[src/hdl/ram_disk_port_controller_macros.svh]
// Assertion macros shared by the RAM disk port controller modules.
`ifndef RAM_DISK_PORT_CONTROLLER_MACROS_SVH
`define RAM_DISK_PORT_CONTROLLER_MACROS_SVH

// Same-cycle implication, sampled on clk and held off during reset.
`define RDPC_ASSERT_NOW(label, ante, cons, msg) \
	label: assert property (@(posedge clk) disable iff (!arst_n) (ante) |-> (cons)) \
		else $error(msg);

// Next-cycle implication, sampled on clk and held off during reset.
`define RDPC_ASSERT_NEXT(label, ante, cons, msg) \
	label: assert property (@(posedge clk) disable iff (!arst_n) (ante) |=> (cons)) \
		else $error(msg);

`endif

[src/hdl/rdpc_pkg.sv]
// Types and constants shared by the RAM disk port controller modules.
`default_nettype none

package rdpc_pkg;

	localparam int unsigned STORE_AW   = 23;
	localparam int unsigned STORE_BYTES = 8388608;
	localparam int unsigned CNT_W      = 16;
	localparam int unsigned HIGH_USED_W = 5;

	localparam logic [1:0] PORT_DATA   = 2'd0;
	localparam logic [1:0] PORT_LOW    = 2'd1;
	localparam logic [1:0] PORT_HIGH   = 2'd2;
	localparam logic [1:0] PORT_STATUS = 2'd3;

	// One accepted bus access as it travels down the pipeline.
	typedef struct packed {
		logic       op;
		logic       half;
		logic [1:0] port;
		logic [7:0] wdata;
	} req_t;

	// Access issued to the disk store.
	typedef struct packed {
		logic                en;
		logic                we;
		logic [STORE_AW-1:0] addr;
		logic [7:0]          wdata;
	} mem_cmd_t;

endpackage

`default_nettype wire

[src/hdl/rdpc_regs.sv]
// Sector registers, byte counters and store address generation for both halves.
`default_nettype none
`include "ram_disk_port_controller_macros.svh"

module rdpc_regs (
	input  wire logic              clk,
	input  wire logic              arst_n,
	input  wire logic              valid_s1,
	input  wire rdpc_pkg::req_t    req,
	output rdpc_pkg::mem_cmd_t     mem_cmd,
	output logic [7:0]             reg_rdata
);

	logic [7:0]                   sector_q [4];
	logic [rdpc_pkg::CNT_W-1:0]   cnt_q [2];
	logic [1:0]                   slot;
	logic                         is_sector;
	logic [rdpc_pkg::STORE_AW-1:0] base_term;
	logic [rdpc_pkg::STORE_AW-1:0] high_term;
	logic [rdpc_pkg::STORE_AW-1:0] low_term;
	logic [rdpc_pkg::STORE_AW-1:0] cnt_term;

	// Entry half*2 holds the high sector register, half*2+1 the low one.
	assign slot      = {req.half, req.port == rdpc_pkg::PORT_LOW};
	assign is_sector = (req.port == rdpc_pkg::PORT_LOW) || (req.port == rdpc_pkg::PORT_HIGH);
	assign reg_rdata = sector_q[slot];

	// The sum is kept at store width so that it wraps round the end of the disk.
	assign base_term = {req.half, 22'd0};
	assign high_term = {1'b0, sector_q[{req.half, 1'b0}][rdpc_pkg::HIGH_USED_W-1:0], 17'd0};
	assign low_term  = {6'd0, sector_q[{req.half, 1'b1}], 9'd0};
	assign cnt_term  = {7'd0, cnt_q[req.half]};

	always_comb begin
		mem_cmd.en    = valid_s1 && (req.port == rdpc_pkg::PORT_DATA);
		mem_cmd.we    = req.op;
		mem_cmd.addr  = base_term + high_term + low_term + cnt_term;
		mem_cmd.wdata = req.wdata;
	end

	always_ff @(posedge clk or negedge arst_n) begin
		if (!arst_n) begin
			for (int i = 0; i < 4; i++) sector_q[i] <= 8'd0;
			for (int i = 0; i < 2; i++) cnt_q[i] <= '0;
		end else if (valid_s1) begin
			if (req.port == rdpc_pkg::PORT_DATA) begin
				cnt_q[req.half] <= cnt_q[req.half] + 16'd1;
			end else if (is_sector && req.op) begin
				sector_q[slot]  <= req.wdata;
				cnt_q[req.half] <= '0;
			end
		end
	end

	`RDPC_ASSERT_NEXT(a_sector_write_clears_cnt, valid_s1 && req.op && is_sector, cnt_q[$past(req.half)] == 16'd0, "sector write did not clear the byte counter")
	`RDPC_ASSERT_NEXT(a_data_beat_bumps_cnt, valid_s1 && (req.port == rdpc_pkg::PORT_DATA), cnt_q[$past(req.half)] == $past(cnt_q[req.half]) + 16'd1, "data beat did not advance the byte counter")

endmodule

`default_nettype wire

[config.mk]
export PLATFORM = sky130hd
export DESIGN_NAME = rdpc_regs
export DESIGN_NICKNAME = d
export VERILOG_FILES = /design/src/hdl/rdpc_pkg.sv /design/src/hdl/rdpc_regs.sv
export VERILOG_INCLUDE_DIRS = /design/src /design/src/hdl
export SDC_FILE = /design/constraint.sdc
export NUM_CORES = 1
export LEC_CHECK = 0
export BUFFER_PORTS_ARGS = -buffer_cell sky130_fd_sc_hd__clkbuf_2
export CORE_ASPECT_RATIO = 1.5
export CORE_MARGIN = 1.5
export CORE_UTILIZATION = 40
export DETAILED_ROUTE_END_ITERATION = 8
export HOLD_SLACK_MARGIN = 0.15
export RECOVER_POWER = 25
export SYNTH_ARGS = -nofsm -noshare
export SYNTH_HDL_FRONTEND = slang
export SYNTH_SLANG_ARGS = --single-unit
[constraint.sdc]
create_clock -name clk -period 11.9 [get_ports clk]
set_input_delay 2.38 -clock clk [delete_from_list [all_inputs] [get_ports clk]]
set_output_delay 2.38 -clock clk [all_outputs]
set_load 0.02 [all_outputs]
==> flow_summary.ini, run 1 <==
[status]
status = finished with violations
violations = capacitance limit, slew limit

[synth]
yosys.area_share.adder = 0.0370
netlist_area_mm2 = 0.00393
synth_top_family_by_area = multiplexers
synth-seq-area-share = 0.408
muxShareOfSynthArea = 0.184
async_flop_share = 1.00
ys_seq_elements = 64
synth_xor_area_frac = 0.0268
syn_avg_cell_area_um2 = 10.1
synth-simple-area-share = 0.134
syn_nets = 413
synth_compound_area_frac = 0.152
synthFlopType = dfrtp_1
synthTopCellsByArea = dfrtp_1 (41%), mux2_2 (12%), o21ai_0 (5.2%)
synth_area_leader_cell = dfrtp_1
synth.top_cell.area_share = 0.408
yosys_warnings = 0
syn-instance-count = 387
synth_edf_count = 0
ys_types = 52

[grt]
grtUsageTotal = 0.195
grt_pass1_wl_mm = 15.9
grt-ovfl-total = 0
grt_max_degree = 67
antenna_found_initial = 0
grt_pass1_vias = 3054

[floorplanning]
core_area_mm2 = 0.00963
die_w_um = 83.9
ios = 56
start_util = 0.407
fp.dieH_um = 124
rows = 44
die-area_mm2 = 0.0104

[power]
comb_power_share = 0.245
p_int_mw = 0.536
p_per_area_mw_per_mm2 = 168
seq_power_share = 0.366
p_switching_mw = 0.227
power.share.clock = 0.389
switching_share = 0.298
p_leak_nw = 2.13
p_total_mw = 0.763
ir_drop_mv = 0.0928

[cells_and_area]
nNetsFinal = 453
layout-drive-gt1-share = 0.319
antenna_cells = 0
seq_area_mm2 = 0.00160
area_delta_synth_final_pct = 15.5
fillers = 887
multi_input_area_mm2 = 0.00209

[cts]
cts_sinks = 64
cts_setup_buffers = 0
root_buffer = clkbuf_16
hold_buffers = 0
clk_pin_slew_ns = 0.05
cts_tree = yes
h-tree-depth = 3
cts.repair.resized = 0
cts_buffer_depth = 2
numCtsBuffers = 9
clk_latency_ns = 0.33

[sta]
fin_skew_ns = 0.00522
fin_crit_ns = 7.73
hold_viol_final = 0
setup_violations = 0
timing.slew.headroom = -1.33
worstMarginPinSlew_ns = 3.50
setup_slack_ns = 4.17
rsz0062_at_grt = false
tns_ns = 0
slew_violations = 65
post-route-period-util = 0.650
max_freq_mhz = 129

[placement]
hpwl_mm = 6.55
place_ws_ns = 4.15
gp_congestion = 0.841
portBuffers = 55

[setup_path]
worstPathRequired_ns = 9.52
crit_family = buffers and inverters
critPathMaxStageDelay_ns = 0.56
crit_path_top_delay_cell = buf_4
cp_common_cell = clkbuf_2
rrSetupSlack_ns = 9.51
startpoint_type = primary input
worst_setup_path_end_kind = output pin
crit_buf_inv = 3
crit_type = in -> out
worst-path-max-fanout = 66
cp.arrival_ns = 5.35
crit_chain = clkbuf_2 > buf_4 > mux2_2 > ha_1 > fa_1 > a21o_1 > a21oi_1 > o311ai_0 > nand2_1 > xor2_1 > clkbuf_2

[detailed_routing]
drt_iter0_drc = 179
antenna_left = 0
firstDrtPassIters = 5
routed_via_density = 5.69
drcViolationCount = 0
drt_wl_total_mm = 9.60
routedWlPerCell_um = 17.5
vias = 3111

[min_path]
hold_class = reg -> reg

[flow_run]
maxCapViolCount = 1
[per-layer routing]
metal | wire [um] | vias to the layer above | GRT usage
li1 | - | 1471 | -
met1 | 4090 | 1527 | 0.246
met2 | 4870 | 89 | 0.322
met3 | 376 | 24 | 0.0417
met4 | 262 | 0 | 0.0800
met5 | 0 | - | 0
[Yosys cell counts (6+ instances only)]
| cell | number |
|---|---|
| o31ai_1 | 9 |
| nor2_1 | 18 |
| nand3_1 | 12 |
| inv_1 | 14 |
| mux2_4 | 8 |
| mux2_2 | 43 |
| a22o_1 | 6 |
| o21ai_0 | 41 |
| ha_1 | 10 |
| clkbuf_1 | 7 |
| dfrtp_1 | 64 |
| a21oi_1 | 23 |
| buf_2 | 10 |
| xnor2_1 | 7 |
| buf_4 | 10 |
| nand2_1 | 38 |
[layout make-up]
cell class	instances	area share
inverter	14	0.0116
clock buffer	12	0.0588
timing repair buffer	59	0.0665
multi-input combinational	279	0.462
clock inverter	4	0.0166
sequential	64	0.353
tap	115	0.0317
[cells by family after synthesis]
| group | Yosys count |
|---|---|
| DFF | 64 |
| adders and majority gates | 11 |
| and+or+nand+nor | 98 |
| xor gates and xnor gates | 12 |
| buffers and inverters | 44 |
| muxes | 59 |
| AOI/OAI and AO/OA | 99 |
[worst paths after layout]
kind,from,end,cells after the start
setup / recovery,req[10],mem_cmd[29],11
hold reg to reg,cnt_q[26],cnt_q[26],1
hold / removal,cnt_q[26],cnt_q[26],1
setup reg to reg,cnt_q[16],cnt_q[30],7
max in group asynchronous,arst_n,sector_q[11],2
min in group asynchronous,arst_n,cnt_q[21],2
[cells in the final DEF, fill, tap and decap left out, drive strengths merged, types with 5 or more instances in the layout]
| master | netlist | layout |
|---|---|---|
| xnor2 | 7 | 7 |
| nand3 | 12 | 12 |
| clkbuf | 7 | 68 |
| o21ai | 41 | 41 |
| a22o | 6 | 6 |
| a31oi | 5 | 5 |
| mux2 | 51 | 51 |
| nand2 | 38 | 38 |
| ha | 10 | 10 |
| nand3b | 5 | 5 |
| or3 | 5 | 5 |
| o31ai | 9 | 9 |
| mux2i | 5 | 5 |
| xor2 | 5 | 5 |
| inv | 14 | 14 |
| nor2 | 18 | 18 |
| dfrtp | 64 | 64 |
| a21oi | 24 | 24 |
| nand4 | 5 | 5 |
[registers in the layout (all words and copies together) (netlist names)]
register,count
sector_q,32
cnt_q,32
[per-stage QoR]
stage | util | hold slack, ns | cells | cell area [um2]
6_report | 0.471 | 0.476 | 547 | 4530
5_1_grt | 0.471 | 0.501 | 547 | 4530
4_1_cts | 0.471 | 0.478 | 547 | 4540
3_5_place_dp | 0.436 | 0.463 | 531 | 4200
3_3_place_gp | 0.436 | 0.465 | 531 | 4200
2_1_floorplan | - | 0.444 | 387 | 3930
[power groups by stage]
stage                     clock network [mW]  logic [mW]  registers [mW]
after floorplan                            0       0.140           0.273
after global placement                     0       0.186           0.281
after detailed placement                   0       0.188           0.282
after CTS                              0.301       0.190           0.279
after global routing                   0.308       0.204           0.284
final                                  0.296       0.187           0.279
No activity file was read; power rests on OpenSTA's default activity.
==> run 2, diff against run 1 <==
clock period = 7.8 ns   (was 11.9 ns; I/O delays follow)
==> run 2 against run 1 <==
  * The flow still finishes with violations (capacitance limit, slew limit)
  * Combinational power increased by 52%
  * Sequential cell count unchanged
  * Utilization increased by 0.091 points
  * Final area increased by 0.19%
  * Worst setup slack got worse by 2.5 ns
  * Non-clock buffer count increased by 1
  * Clock skew increased by 0.0028 ns
  * Hold slack improved by 0.010 ns
  * Sequential power increased by 53%
  * Count of clock-buffer cells in the layout decreased by 1
  * Via count decreased by 0.61%
==> flow_summary.ini, run 2 (synthesis gave the netlist of run 1 again) <==
[cells_and_area]
fin_util = 0.472
antenna_cells = 0
layout-drive-gt1-share = 0.318
final_cell_mix = dfrtp_1 (64), clkbuf_2 (55), mux2_2 (43), o21ai_0 (41), nand2_1 (38)
nNetsFinal = 454
fin_cells = 546
layout_commonest_cell = dfrtp_1
top_regs = cnt_q: 32 flops, sector_q: 32 flops
area_delta_synth_final_pct = 15.7
fillers = 926

[sta]
fin_skew_ns = 0.00802
setup_violations = 0
fin_crit_ns = 6.08
hold_ws_ns = 0.486
rsz0062_at_grt = false
worstMarginPinSlew_ns = 3.45
max_freq_mhz = 164
tns_ns = 0
timing.slew.headroom = -1.30
post-route-period-util = 0.780
hold_viol_final = 0
slew_violations = 65

[power]
p_per_area_mw_per_mm2 = 260
ir_drop_mv = 0.142
p_leak_nw = 2.14

[setup_path]
critPathMaxStageDelay_ns = 0.57
crit_path_top_delay_cell = o311ai_0
crit_chain = clkbuf_2 > buf_4 > mux2_2 > ha_1 > a21o_1 > a21oi_1 > o311ai_0 > nand2_1 > xor2_1 > clkbuf_2
crit_type = in -> out
worst-path-max-fanout = 29
startpoint_type = primary input
cp.arrival_ns = 4.52
worst_setup_path_end_kind = output pin
cp_common_cell = clkbuf_2
worstPathRequired_ns = 6.24

[floorplanning]
ios = 56
core_area_mm2 = 0.00963
die-area_mm2 = 0.0104
fp.dieH_um = 124
start_util = 0.407
die_w_um = 83.9
rows = 44

[cts]
clk_latency_ns = 0.33
h-tree-depth = 3
cts_sinks = 64
cts_buffer_depth = 2
clk_pin_slew_ns = 0.05
cts_tree = yes
cts_setup_buffers = 0
hold_buffers = 0
cts.repair.resized = 0
numCtsBuffers = 9
root_buffer = clkbuf_16

[detailed_routing]
firstDrtPassIters = 5
drt_iter0_drc = 152
dr_wl_met3_um = 420
drcViolationCount = 0
top_layer_used = met4
routedWlPerCell_um = 17.8
drt_wl_total_mm = 9.74
routed_via_density = 5.66
wl_met2_mm = 5.13
antenna_left = 0
drt-met1-wl_mm = 4.03
vias = 3092

[status]
status = finished with violations
violations = capacitance limit, slew limit

[flow_run]
maxCapViolCount = 1

[placement]
portBuffers = 55
place_inst = 532
gp_congestion = 0.836
hpwl_mm = 6.88

[grt]
grt_pass1_vias = 3232
grt-ovfl-total = 0
grt_pass1_wl_mm = 16.3
grt_max_degree = 65
antenna_found_initial = 0
grtUsageTotal = 0.198

[min_path]
hold_class = reg -> reg
run 2: changes by cell type in the layout (fill, tap and decap cells not counted):
| cell | change |
|---|---|
| clkinvlp_4 | -2 |
| buf_4 | +1 |
| bufinv_16 | +1 |
| clkbuf_8 | -1 |
run 2: area by class of cell:
| cell class | count | area (um2) | share of cell area |
|---|---|---|---|
| clock buffers | 11 | 253 | 0.0556 |
| repair buffers | 60 | 309 | 0.0680 |
| inverters | 14 | 52.6 | 0.0116 |
| clock inverters | 3 | 90.1 | 0.0198 |
| well taps | 115 | 144 | 0.0317 |
| multi-input cells | 279 | 2090 | 0.461 |
| flip-flops and latches | 64 | 1600 | 0.353 |
run 2: path summary, 6_finish.rpt:
path	from	endpoint	slack, ns	cells after the start
setup / recovery	req[10]	mem_cmd[29]	1.72	10
min in group asynchronous	arst_n	cnt_q[4]	2.50	2
hold / removal	cnt_q[26]	cnt_q[26]	0.49	1
setup reg to reg	cnt_q[16]	cnt_q[12]	5.34	7
hold reg to reg	cnt_q[26]	cnt_q[26]	0.49	1
max in group asynchronous	arst_n	sector_q[0]	3.36	2
run 2: metrics by stage:
stage	total power, mW	instance area [um2]	worst slack, ns
global route	1.23	4540	1.37
floorplan	0.630	3930	1.86
finish	1.18	4540	1.72
global placement	0.715	4200	1.71
detailed placement	0.719	4200	1.69
CTS	1.19	4550	1.69
run 2: layer usage:
metal | vias up | GRT usage
met5 | - | 0
met4 | 0 | 0.0839
met3 | 15 | 0.0437
met2 | 96 | 0.339
met1 | 1513 | 0.238
li1 | 1468 | -
run 2: power by group:
group | internal (mW) | total [mW] | leakage, nW | switching, mW
Clock | 0.326 | 0.468 | 0.168 | 0.142
Combinational | 0.126 | 0.285 | 1.14 | 0.158
Sequential | 0.386 | 0.427 | 0.832 | 0.0417
run 2: critical path, delay by kind of cell:
| family | cells | cell delay [ns] |
|---|---|---|
| mux | 1 | 0.37 |
| compound gates | 3 | 0.79 |
| fa+ha+maj | 1 | 0.33 |
| xor+xnor | 1 | 0.20 |
| simple gates | 1 | 0.16 |
| buf+inv | 3 | 1.08 |
==> run 3, diff against run 2 <==
clock period = 5.25 ns   (was 7.8 ns; I/O delays follow)
==> run 3 against run 2 <==
  * Largest cell class unchanged
  * Sequential share of layout area rose by 0.21 points
  * The flow still finishes with violations (capacitance limit, slew limit)
  * Cell count rose by 0.73%
  * Sequential power rose by 49%
==> flow_summary.ini, run 3 (synthesis gave the netlist of run 1 again) <==
[setup_path]
worst-path-max-fanout = 14
startpoint_type = primary input
crit_type = in -> out
cp.arrival_ns = 3.71
worstPathRequired_ns = 4.20
worst_setup_path_end_kind = output pin

[cells_and_area]
layout-drive-gt1-share = 0.320
antenna_cells = 0
area_delta_synth_final_pct = 15.0
design_area_mm2 = 0.00452
nNetsFinal = 456
top_regs = cnt_q: 32 flops, sector_q: 32 flops
final_cell_mix = dfrtp_1 (64), clkbuf_2 (55), mux2_2 (43), o21ai_0 (41), nand2_1 (38)
fin_util = 0.469
layout_commonest_cell = dfrtp_1
fillers = 910

[sta]
slew_violations = 65
max_freq_mhz = 210
fin_crit_ns = 4.76
hold_viol_final = 0
setup_violations = 0
tns_ns = 0
post-route-period-util = 0.906
timing.slew.headroom = -1.36
fin_skew_ns = 0.00516
rsz0062_at_grt = false
worstMarginPinSlew_ns = 3.55

[grt]
grtUsageTotal = 0.203
grt-ovfl-total = 0
grt_pass1_vias = 3328
antenna_found_initial = 0
grt_pass1_wl_mm = 16.8
grt_max_degree = 65

[min_path]
hold_class = reg -> reg

[detailed_routing]
drcViolationCount = 0
vias = 3177
drt_wl_total_mm = 9.95
drt_iter0_drc = 159
routedWlPerCell_um = 18.1
antenna_left = 0
routed_via_density = 5.78
firstDrtPassIters = 4

[placement]
dpl-instance-area_mm2 = 0.00422
hpwl_mm = 7.11
portBuffers = 55
gp_congestion = 0.811

[floorplanning]
die_w_um = 83.9
start_util = 0.407
ios = 56
die-area_mm2 = 0.0104
fp.dieH_um = 124
rows = 44
core_area_mm2 = 0.00963

[cts]
cts_setup_buffers = 0
clk_pin_slew_ns = 0.05
cts_buffer_depth = 2
cts.repair.resized = 0
numCtsBuffers = 9
h-tree-depth = 3
cts_sinks = 64
cts_tree = yes
root_buffer = clkbuf_16
clk_latency_ns = 0.33
hold_buffers = 0

[power]
ir_drop_mv = 0.214
p_leak_nw = 2.13
p_total_mw = 1.66
p_per_area_mw_per_mm2 = 368

[status]
violations = capacitance limit, slew limit
status = finished with violations

[flow_run]
maxCapViolCount = 1
## run 3: cell type report
class | instances | area, um2 | share of cell area
multi-input combinational | 279 | 2090 | 0.464
sequential | 64 | 1600 | 0.355
timing repair buffer | 62 | 324 | 0.0718
clock buffer | 13 | 260 | 0.0576
tap | 115 | 144 | 0.0319
inverter | 14 | 52.6 | 0.0116
clock inverter | 3 | 40.0 | 0.00887
## run 3: final timing paths
path / start / end / slack (ns) / cells after the start
min in group asynchronous: arst_n / cnt_q[20] / 2.04 / 2
hold / removal: cnt_q[10] / cnt_q[10] / 0.49 / 1
max in group asynchronous: arst_n / sector_q[1] / 1.23 / 2
hold reg to reg: cnt_q[10] / cnt_q[10] / 0.49 / 1
setup reg to reg: cnt_q[16] / cnt_q[14] / 2.71 / 7
setup / recovery: req[10] / mem_cmd[29] / 0.49 / 9
## run 3: routing by layer
metal	GRT usage	wire length [um]	up-vias	share of wire
met5	0	0	-	0
li1	-	-	1484	-
met2	0.366	5260	80	0.53
met1	0.231	4000	1590	0.40
met4	0.0935	312	0	0.031
met3	0.0345	383	23	0.038
## run 3: through the flow
step | cells | setup WS (ns) | hold slack, ns
floorplan | 387 | 0.329 | 0.444
global placement | 534 | 0.541 | 0.465
detailed placement | 534 | 0.511 | 0.474
CTS | 550 | 0.491 | 0.487
global route | 550 | 0.277 | 0.514
finish | 550 | 0.492 | 0.487
## run 3: power breakdown
| part | switching [mW] | internal, mW | total, mW |
|---|---|---|---|
| logic | 0.237 | 0.188 | 0.426 |
| registers | 0.0648 | 0.573 | 0.638 |
| clock network | 0.205 | 0.392 | 0.597 |
## run 3: worst max-delay path, cell delays in order
cell	delay, ns
clkbuf_2	0.24
buf_4	0.28
mux2_2	0.36
ha_1	0.38
nand2_1	0.12
o311ai_0	0.72
nand2_1	0.18
xor2_1	0.18
clkbuf_2	0.19
